==> config.mk <==
export PLATFORM = sky130hd
export DESIGN_NAME = telemetry_frame_receiver
export DESIGN_NICKNAME = d
export VERILOG_FILES = /design/src/rtl/core/tfr_pkg.sv /design/src/rtl/core/tfr_csr.sv /design/src/rtl/core/tfr_decoder.sv /design/src/rtl/core/telemetry_frame_receiver.sv
export SDC_FILE = /design/constraint.sdc
export NUM_CORES = 1
export LEC_CHECK = 0
export BUFFER_PORTS_ARGS = -buffer_cell sky130_fd_sc_hd__buf_2
export CORE_MARGIN = 2
export CORE_UTILIZATION = 60
export DETAILED_ROUTE_END_ITERATION = 6
export PLACE_DENSITY_LB_ADDON = 0.05
export SLEW_MARGIN = 20
export SYNTH_ARGS = -nofsm -noshare
export SYNTH_HDL_FRONTEND = slang
export SYNTH_SLANG_ARGS = --single-unit
==> constraint.sdc <==
create_clock -name clock -period 11.1 [get_ports clock]
set_input_delay 1.665 -clock clock [delete_from_list [all_inputs] [get_ports clock]]
set_output_delay 1.665 -clock clock [all_outputs]
set_load 0.01 [all_outputs]
==> src/rtl/core/tfr_pkg.sv <==
// ----------------------------------------------------------------------------
// tfr_pkg
// Shared types and constants of the telemetry frame receiver: frame layout,
// status codes, register map and the structs passed between modules.
// ----------------------------------------------------------------------------
package tfr_pkg;

   localparam int unsigned BYTE_WIDTH     = 8;
   localparam int unsigned POS_WIDTH      = 5;
   localparam int unsigned SUM_WIDTH      = 12;
   localparam int unsigned STORE_DEPTH    = 23;
   localparam int unsigned CSR_ADDR_WIDTH = 3;
   localparam int unsigned CSR_DATA_WIDTH = 32;

   localparam logic [POS_WIDTH-1:0] POS_FIRST      = 5'd1;
   localparam logic [POS_WIDTH-1:0] POS_LAST       = 5'd24;
   localparam logic [POS_WIDTH-1:0] POS_SUM_END    = 5'd12;
   localparam logic [POS_WIDTH-1:0] POS_REF_LOW    = 5'd17;
   localparam logic [POS_WIDTH-1:0] POS_REF_HIGH   = 5'd18;

   localparam logic [1:0] STATUS_NONE = 2'd0;
   localparam logic [1:0] STATUS_GOOD = 2'd1;
   localparam logic [1:0] STATUS_BAD  = 2'd2;

   localparam logic REG_START_BYTE = 1'b0;
   localparam logic REG_END_BYTE   = 1'b1;

   localparam logic [7:0] START_BYTE_RESET = 8'd2;
   localparam logic [7:0] END_BYTE_RESET   = 8'd3;

   typedef struct packed {
      logic [7:0] start_byte;
      logic [7:0] end_byte;
   } cfg_type;

   typedef struct packed {
      logic [1:0]         frame_status;
      logic [31:0]        duration;
      logic [15:0]        rpm;
      logic [15:0]        current_value;
      logic [15:0]        voltage_value;
      logic [15:0]        temperature;
      logic [31:0]        ref_time;
      logic signed [15:0] reference_value;
      logic [7:0]         frame_code;
   } result_type;

endpackage

==> src/rtl/core/tfr_csr.sv <==
// ----------------------------------------------------------------------------
// tfr_csr
// Register block for the start and end byte values, with an APB-style
// write and read port.
// ----------------------------------------------------------------------------
module tfr_csr
   import tfr_pkg::*;
(
   input  logic                      clock,
   input  logic                      reset,
   input  logic                      psel,
   input  logic                      penable,
   input  logic                      pwrite,
   input  logic [CSR_ADDR_WIDTH-1:0] paddr,
   input  logic [CSR_DATA_WIDTH-1:0] pwdata,
   output logic [CSR_DATA_WIDTH-1:0] prdata,
   output logic                      pready,
   output cfg_type                   cfg
);

   cfg_type cfg_ff;
   cfg_type cfg_in;
   logic    wr_en;
   logic    reg_sel;

   assign wr_en   = psel && penable && pwrite;
   assign reg_sel = paddr[2];
   assign pready  = 1'b1;

   always_comb begin
      cfg_in = cfg_ff;
      if (wr_en) begin
         case (reg_sel)
            REG_START_BYTE: cfg_in.start_byte = pwdata[7:0];
            REG_END_BYTE:   cfg_in.end_byte   = pwdata[7:0];
            default:        cfg_in = cfg_ff;
         endcase
      end
   end

   always_comb begin
      case (reg_sel)
         REG_START_BYTE: prdata = {24'd0, cfg_ff.start_byte};
         REG_END_BYTE:   prdata = {24'd0, cfg_ff.end_byte};
         default:        prdata = '0;
      endcase
   end

   always_ff @(posedge clock) begin
      if (reset) begin
         cfg_ff.start_byte <= START_BYTE_RESET;
         cfg_ff.end_byte   <= END_BYTE_RESET;
      end else begin
         cfg_ff <= cfg_in;
      end
   end

   assign cfg = cfg_ff;

endmodule

==> src/rtl/core/tfr_decoder.sv <==
// ----------------------------------------------------------------------------
// tfr_decoder
// Frame state, byte store and running checksum. On each step it takes one
// byte and forms the result item for that byte.
// ----------------------------------------------------------------------------
module tfr_decoder
   import tfr_pkg::*;
(
   input  logic       clock,
   input  logic       reset,
   input  logic       step,
   input  logic [7:0] rx_byte,
   input  cfg_type    cfg,
   output result_type result
);

   logic                 collecting_ff;
   logic                 collecting_in;
   logic [POS_WIDTH-1:0] position_ff;
   logic [POS_WIDTH-1:0] position_in;
   logic [SUM_WIDTH-1:0] sum_ff;
   logic [SUM_WIDTH-1:0] sum_in;
   logic [7:0]           store_ff [STORE_DEPTH];

   logic                 in_body;
   logic                 summed;
   logic [POS_WIDTH-1:0] store_idx;
   logic [31:0]          checksum;
   logic                 frame_ok;

   assign in_body   = (position_ff >= POS_FIRST) && (position_ff < POS_LAST);
   assign summed    = (position_ff <= POS_SUM_END) || (position_ff == POS_REF_LOW)
                      || (position_ff == POS_REF_HIGH);
   assign store_idx = position_ff - POS_FIRST;
   assign checksum  = {store_ff[21], store_ff[20], store_ff[19], store_ff[18]};
   assign frame_ok  = (rx_byte == cfg.end_byte)
                      && (checksum == {{(32-SUM_WIDTH){1'b0}}, sum_ff});

   always_comb begin
      collecting_in = collecting_ff;
      position_in   = position_ff;
      sum_in        = sum_ff;
      result        = '0;
      result.frame_status = STATUS_NONE;
      if (!collecting_ff) begin
         if (rx_byte == cfg.start_byte) begin
            collecting_in = 1'b1;
            position_in   = POS_FIRST;
            sum_in        = '0;
         end
      end else if (in_body) begin
         if (summed) begin
            sum_in = sum_ff + {{(SUM_WIDTH-BYTE_WIDTH){1'b0}}, rx_byte};
         end
         position_in = position_ff + POS_FIRST;
      end else begin
         collecting_in = 1'b0;
         position_in   = '0;
         sum_in        = '0;
         if (frame_ok) begin
            result.frame_status    = STATUS_GOOD;
            result.duration        = {store_ff[3], store_ff[2], store_ff[1], store_ff[0]};
            result.rpm             = {store_ff[5], store_ff[4]};
            result.current_value   = {store_ff[7], store_ff[6]};
            result.voltage_value   = {store_ff[9], store_ff[8]};
            result.temperature     = {store_ff[11], store_ff[10]};
            result.ref_time        = {store_ff[15], store_ff[14], store_ff[13],
                                      store_ff[12]};
            result.reference_value = {store_ff[17], store_ff[16]};
            result.frame_code      = store_ff[22];
         end else begin
            result.frame_status = STATUS_BAD;
         end
      end
   end

   always_ff @(posedge clock) begin
      if (reset) begin
         collecting_ff <= 1'b0;
         position_ff   <= '0;
         sum_ff        <= '0;
      end else if (step) begin
         collecting_ff <= collecting_in;
         position_ff   <= position_in;
         sum_ff        <= sum_in;
      end
   end

   always_ff @(posedge clock) begin
      if (step && collecting_ff && in_body) begin
         store_ff[store_idx] <= rx_byte;
      end
   end

endmodule

==> src/rtl/core/telemetry_frame_receiver.sv <==
// ----------------------------------------------------------------------------
// telemetry_frame_receiver
// Byte-serial receiver for a fixed 25-byte telemetry frame with an additive
// checksum. Every received byte yields one result item.
// ----------------------------------------------------------------------------
//  Channel   Ports                      Direction   Carries
//  req       req_valid/req_ready        in          one received byte
//  rsp       rsp_valid/rsp_ready        out         frame status and fields
//  csr       psel..pready               in/out      start and end byte values
//
// One item per cycle is accepted while the result channel is not stalled. A
// byte is captured in the input register and then decoded into the result
// register, from which its result is offered.
// The input register refills while a result waits, and a stalled result holds
// both stages.
// Reset is synchronous and clears the frame state and the handshake stages.
// ----------------------------------------------------------------------------
module telemetry_frame_receiver
   import tfr_pkg::*;
(
   input  logic                      clock,
   input  logic                      reset,
   input  logic                      req_valid,
   output logic                      req_ready,
   input  logic [7:0]                req_rx_byte,
   output logic                      rsp_valid,
   input  logic                      rsp_ready,
   output logic [1:0]                rsp_frame_status,
   output logic [31:0]               rsp_duration,
   output logic [15:0]               rsp_rpm,
   output logic [15:0]               rsp_current_value,
   output logic [15:0]               rsp_voltage_value,
   output logic [15:0]               rsp_temperature,
   output logic [31:0]               rsp_ref_time,
   output logic signed [15:0]        rsp_reference_value,
   output logic [7:0]                rsp_frame_code,
   input  logic                      psel,
   input  logic                      penable,
   input  logic                      pwrite,
   input  logic [CSR_ADDR_WIDTH-1:0] paddr,
   input  logic [CSR_DATA_WIDTH-1:0] pwdata,
   output logic [CSR_DATA_WIDTH-1:0] prdata,
   output logic                      pready
);

   cfg_type    cfg;
   result_type result;
   result_type result_ff;

   logic       in_valid_ff;
   logic       in_valid_in;
   logic [7:0] in_byte_ff;
   logic       out_valid_ff;
   logic       out_valid_in;
   logic       advance;

   tfr_csr u_csr (
      .clock   (clock),
      .reset   (reset),
      .psel    (psel),
      .penable (penable),
      .pwrite  (pwrite),
      .paddr   (paddr),
      .pwdata  (pwdata),
      .prdata  (prdata),
      .pready  (pready),
      .cfg     (cfg)
   );

   tfr_decoder u_decoder (
      .clock   (clock),
      .reset   (reset),
      .step    (advance),
      .rx_byte (in_byte_ff),
      .cfg     (cfg),
      .result  (result)
   );

   assign advance   = in_valid_ff && (!out_valid_ff || rsp_ready);
   assign req_ready = !in_valid_ff || advance;

   assign in_valid_in  = (req_valid && req_ready) || (in_valid_ff && !advance);
   assign out_valid_in = advance || (out_valid_ff && !rsp_ready);

   always_ff @(posedge clock) begin
      if (reset) begin
         in_valid_ff  <= 1'b0;
         out_valid_ff <= 1'b0;
      end else begin
         in_valid_ff  <= in_valid_in;
         out_valid_ff <= out_valid_in;
      end
   end

   always_ff @(posedge clock) begin
      if (req_valid && req_ready) begin
         in_byte_ff <= req_rx_byte;
      end
      if (advance) begin
         result_ff <= result;
      end
   end

   assign rsp_valid           = out_valid_ff;
   assign rsp_frame_status    = result_ff.frame_status;
   assign rsp_duration        = result_ff.duration;
   assign rsp_rpm             = result_ff.rpm;
   assign rsp_current_value   = result_ff.current_value;
   assign rsp_voltage_value   = result_ff.voltage_value;
   assign rsp_temperature     = result_ff.temperature;
   assign rsp_ref_time        = result_ff.ref_time;
   assign rsp_reference_value = result_ff.reference_value;
   assign rsp_frame_code      = result_ff.frame_code;

endmodule

== Word-level counts from Yosys, hierarchy flattened ==
Memory sizes are Yosys's and may differ from the RTL's. A register that Yosys moved wholly into a read port is not among the register bits.
Cells that the tools add are included.

* RAM bits: 184
* Memories kept: 1
* Output and inout port bits: 189
* Register bits: 46
* Input bits: 50
* Word-level logic and storage cells: 66

* $lt $le $gt $ge: 3
* $add $sub $neg: 3
* Equality and inequality tests: 6
* Reduce and logical (&&, ||, !) cells: 27
* Mux-type cells: 14
* Bitwise logic cells: 3

{| class="wikitable"
|+ Memory list
! memory !! words !! bits a word !! read ports !! clocked after Yosys merged registers in !! write ports !! line !! source
|-
| u_decoder.store_ff || 23 || 8 || 23 || 19 || 1 || tfr_decoder.sv:23 || <nowiki>logic [7:0] store_ff [STORE_DEPTH];</nowiki>
|}

{| class="wikitable"
|+ Operator list
! operator !! number
|-
| one-hot mux 32 bit (2 select lines) || 1
|-
| two-way mux 12 bit || 4
|-
| equality test 32 x 12 -> 1 bit || 1
|-
| equality test 8 bit || 2
|-
| two-way mux 5 bit || 3
|-
| adder 12 x 8 -> 12 bit || 1
|-
| equality test 5 bit (second input constant) || 2
|-
| logical AND 1 bit || 10
|-
| logical OR 1 bit || 6
|-
| AND reduction 2 bit || 3
|-
| adder 5 x 1 -> 5 bit (second input constant) || 1
|-
| greater-or-equal comparator 5 x 1 -> 1 bit (second input constant) || 1
|-
| less-or-equal comparator 5 x 4 -> 1 bit (second input constant) || 1
|-
| less-than comparator 5 bit (second input constant) || 1
|-
| two-way mux 1 bit || 5
|-
| subtractor 5 x 1 -> 5 bit (second input constant) || 1
|-
| logical NOT 1 bit || 4
|-
| != test 3 bit (second input constant) || 1
|-
| NOT 1 bit || 3
|-
| AND reduction 3 bit || 1
|-
| OR reduction 3 bit || 1
|-
| two-way mux 2 bit || 1
|-
| nonzero test 2 bit || 1
|-
| OR reduction 2 bit || 1
|}

== Longest topological paths before layout ==
* Depth in word-level cells: 7
* Mapped depth: 9

== By module ==
Synthesis repeated with hierarchy kept, for this count alone.

* Cells, all modules: 887
* Area, all modules: 14450.1 sq um

{| class="wikitable"
|+ By module, submodules not included
! module !! cells each !! area an instance (sq um) !! times used !! sequential area each (sq um)
|-
| tfr_decoder || 616 || 8499.4 || 1 || 5885.6
|-
| telemetry_frame_receiver || 172 || 4968.5 || 1 || 4904.7
|-
| tfr_csr || 99 || 982.2 || 1 || 320.3
|}

== Least setup slack after synthesis ==
OpenSTA, ideal clock, no wires.

* Kind: input-to-reg
* Start: input port rsp_ready
* End: register u_decoder.sum_ff[11]
* Stages on the path: 9
* Arrival time: 6.281 ns
* Library setup time: 0.120 ns
* Slack: 4.699 ns
* Data required time: 10.980 ns
* Cells stage by stage: nor2b_1 > nand2b_1 > clkbuf_1 > inv_1 > o31ai_1 > buf_2 > nor3_1 > xnor2_1 > nor2_1

* Word-level cells in the longest chain between the ends: 3

{| class="wikitable"
|+ RTL lines
! element !! line !! source
|-
| start: declaration || telemetry_frame_receiver.sv:27 || <nowiki>input logic rsp_ready,</nowiki>
|-
| logical OR 1 bit || telemetry_frame_receiver.sv:79 || <nowiki>assign advance = in_valid_ff && (!out_valid_ff || rsp_ready);</nowiki>
|-
| logical AND 1 bit || telemetry_frame_receiver.sv:79 ||
|-
| net advance || telemetry_frame_receiver.sv:55 || <nowiki>logic advance;</nowiki>
|-
| AND reduction 3 bit (no source line) || -- ||
|-
| end signal: assignment || tfr_decoder.sv:85 || <nowiki>sum_ff <= sum_in;</nowiki>
|-
| end: declaration || tfr_decoder.sv:21 || <nowiki>logic [SUM_WIDTH-1:0] sum_ff;</nowiki>
|}

The timed path passes the listed nets, and every way through them passes these cells.
A chain may end at the register's enable or synchronous reset.

== Worst setup path after layout ==
* Start: input port paddr[2]
* End: output port prdata[5]

* Word-level cells in the longest chain between the ends: 2

{| class="wikitable"
|+ RTL lines
! element !! line !! source
|-
| start: declaration || telemetry_frame_receiver.sv:40 || <nowiki>input logic [CSR_ADDR_WIDTH-1:0] paddr,</nowiki>
|-
| NOT 1 bit || tfr_csr.sv:42 || <nowiki>case (reg_sel)</nowiki>
|-
| one-hot mux 32 bit (2 select lines) * || tfr_csr.sv:42 ||
|-
| end: declaration || telemetry_frame_receiver.sv:42 || <nowiki>output logic [CSR_DATA_WIDTH-1:0] prdata,</nowiki>
|}

Mark *: on every way between the ends. The rest lies on a longest branch, timed or not. The select of a mux whose other input is x is not followed.

==> flow_summary.yaml <==
outcome:
  outcome: "completed"
hold_path:
  holdPathEnd: "u_csr.cfg[15]$_SDFFE_PP0P_"
  hold_path_depth: 2
  hold_class: "register to register"
  hold_start: "u_csr.cfg[15]$_SDFFE_PP0P_"
synthesis:
  synthTopCellsByArea: "edfxtp_1, and2_1, dfxtp_1"
  synth-simple-area-share_pct: 12.0
  syn_area_per_cell_um2: 16.1
  synth.largest_area_cell: "edfxtp_1"
  synth_most_common_cell: "edfxtp_1"
  synth_xor_area_share_pct: 2.40
  synth_cells: 887
  synth_fa_ha_area_share_pct: 1.28
  yosys_register_bits: 382
  synth_edf_count: 346
  synthTopCellsByCount: "edfxtp_1, and2_1, nand2_1, nor2_1, dfxtp_1"
  synth_cell_type_count: 48
  synth_mux_area_share_pct: 0.842
  async_reset_ff_share_pct: 0
  synth-compound-area-share_pct: 2.67
  synth_top_family_by_area: "simple AND/OR/NAND/NOR gates"
  yosysWarnings: 0
  syn-cell-area_mm2: 0.0143
  synth.top_cell.area_share_pct: 72.9
  ys_seq_area_share_pct: 77.9
  synth-main-ff-cell: "edfxtp_1"
die:
  io_pins: 239
  die_h_um: 158
  core-area_mm2: 0.0234
  die_w_um: 158
  std_cell_rows: 56
  start_util_pct: 60.9
  die-area_mm2: 0.0250
sta:
  hold_viol_final: 0
  slew_violations: 0
  slew_headroom_pct: 32.0
  setup_viol: 0
  period_share_pct: 36.7
  tns_ps: 0
  timing.fmax_mhz: 245
  finalCriticalPeriod_ps: 4070
  whs_ps: 485
  skew_ps: 28.2
  rsz0062_at_grt: "false"
  worst_pin_slew_ps: 1020
global_routing:
  grt_usage_pct: 20.6
  grt_pass1_wl_um: 38200
  grt_max_degree: 133
  grt_antenna_before_repair: 0
  grt_overflow: 0
  grt_pass1_vias: 6832
clocking:
  clock_path_buffers: 3
  holdBufCountCts: 0
  cts_buffers: 38
  cts_resized: 0
  htreeDepth: 2
  clock_latency_ps: 520
  clk_pin_slew_ps: 60
  cts_root_buf: "clkbuf_16"
  tritoncts: "done"
  cts.sinks: 382
  post_cts_buffers: 0
critical_path:
  critPathLaunchType: "primary input"
  crit_path_top_delay_cell: "mux2_2"
  r2r_start: "in_byte_ff[4]$_DFFE_PP_"
  reg2regPathDepth: 8
  cp-end-kind: "output pin"
  worst-path-max-fanout: 11
  crit_family: "buffers and inverters"
  worst-path-buf-inv: 2
  rrSetupSlack_ps: 7730
  crit_path_max_incr_delay_ps: 370
  worstPathCellList: "buf_2 -> mux2_2 -> buf_2"
  arrival_ps: 2410
  timing.rr.end: "rsp_duration[24]$_SDFFCE_PP0P_"
  path_common_cell: "buf_2"
  required_ps: 9440
  critPathKind: "primary input to output pin"
finish:
  finish.utilization_pct: 71.0
  final_cell_area_mm2: 0.0166
  fin_nets: 1160
  drive_above_1_share_pct: 23.8
  area_growth_syn_to_layout_pct: 16.5
  diodes: 0
routing:
  postRouteAntennaNets: 0
  drt-initial-drc-count: 405
  routed_wl_um: 25900
  vias: 7429
  dr.pass1.iters: 5
  drcViolationCount: 0
  wl_per_cell_um: 17.9
  vias_per_cell: 5.15
place:
  io_buffer_count: 187
  post-dp-hpwl_um: 15600
  gp_congestion: 0.806
  place_area_mm2: 0.0154
pwr:
  p_per_area_mw_per_mm2: 176
  vdd_ir_drop_max_v: 0.000128
  finalPower_mw: 2.92
  leakage_nw: 5.93
run:
  maxCapViolations: 0
## worst max-delay path by stage
stage | from | to | slack (ps) | cells after the start
global placement | rsp_ready | rsp_duration[13]$_SDFFCE_PP0P_ | 7000 | 5
detailed placement | rsp_ready | rsp_duration[13]$_SDFFCE_PP0P_ | 6960 | 5
global route | paddr[2] | prdata[2] | 6990 | 3
finish | paddr[2] | prdata[5] | 7030 | 3
CTS | paddr[2] | prdata[3] | 7020 | 3
floorplan | rsp_ready | u_decoder.sum_ff[11]$_SDFFE_PP0P_ | 4700 | 9
## worst reg2reg max path, cell delays in order, from the launching register on
cell      delay, ps
edfxtp_1        320
buf_4           370
xnor2_1         180
nand4_1         110
nor4_1          510
nand3_1         210
nor2_4          350
buf_4           800
and2_1          370
## stage by stage
step	setup WS (ps)	std cells
2_1_floorplan	4700	910
3_3_place_gp	7000	1375
3_5_place_dp	6960	1375
4_1_cts	7020	1443
5_1_grt	6990	1443
6_report	7030	1443
## state kept, by name (all words and copies together) (netlist names)
signal and cells:
rsp_duration 32, u_decoder.position_ff 5, rsp_temperature 16, rsp_valid 1, rsp_frame_code 8, u_csr.cfg 16, in_byte_ff 8, u_decoder.store_ff 184
in_valid_ff 1, rsp_ref_time 32, rsp_reference_value 16, rsp_frame_status 2, u_decoder.collecting_ff 1, rsp_rpm 16, u_decoder.sum_ff 12, rsp_voltage_value 16
rsp_current_value 16
## layout make-up
cell class | instances | area [um2]
Sequential cell | 382 | 11100
Fill cell | 1632 | 6790
Multi-Input combinational cell | 463 | 2840
Timing Repair Buffer | 199 | 1030
Clock buffer | 44 | 995
Tap cell | 319 | 399
Clock inverter | 24 | 195
Inverter | 12 | 50.0
## kinds of logic after synthesis
family                   Yosys count
flip-flops                       382
AND/OR/NAND/NOR                  310
buffers and inverters             65
AO/OA/AOI/OAI                     64
XOR/XNOR                          39
adder cells (fa/ha/maj)           14
multiplexers                      11
other                              2
## cells in the final DEF (no fill, tap or decap), types with 8 or more instances in the layout
cell / instances
conb_1: 25
buf_2: 187
nor2_1: 48
xnor2_1: 27
a21oi_1: 28
nor3_1: 12
clkbuf_16: 39
edfxtp_1: 346
and2_1: 153
mux2_2: 8
nor4_1: 8
clkinv_1: 10
nand2_1: 48
xor2_1: 12
dfxtp_1: 36
o21ai_0: 13
buf_4: 12
inv_1: 11
ha_1: 13
## power breakdown
group          total (mW)  switching (mW)  internal (mW)
logic              0.0982          0.0690         0.0292
clock network        1.21           0.502          0.712
registers            1.61          0.0118           1.59
total                2.92           0.583           2.34
## per-layer routing
layer | share of wire (%) | GRT usage, %
met1 | 44 | 29.3
met5 | 0 | 0
met4 | 2.0 | 6.05
met3 | 5.8 | 3.12
met2 | 48 | 33.7
Power figures use the tool's default switching activity.
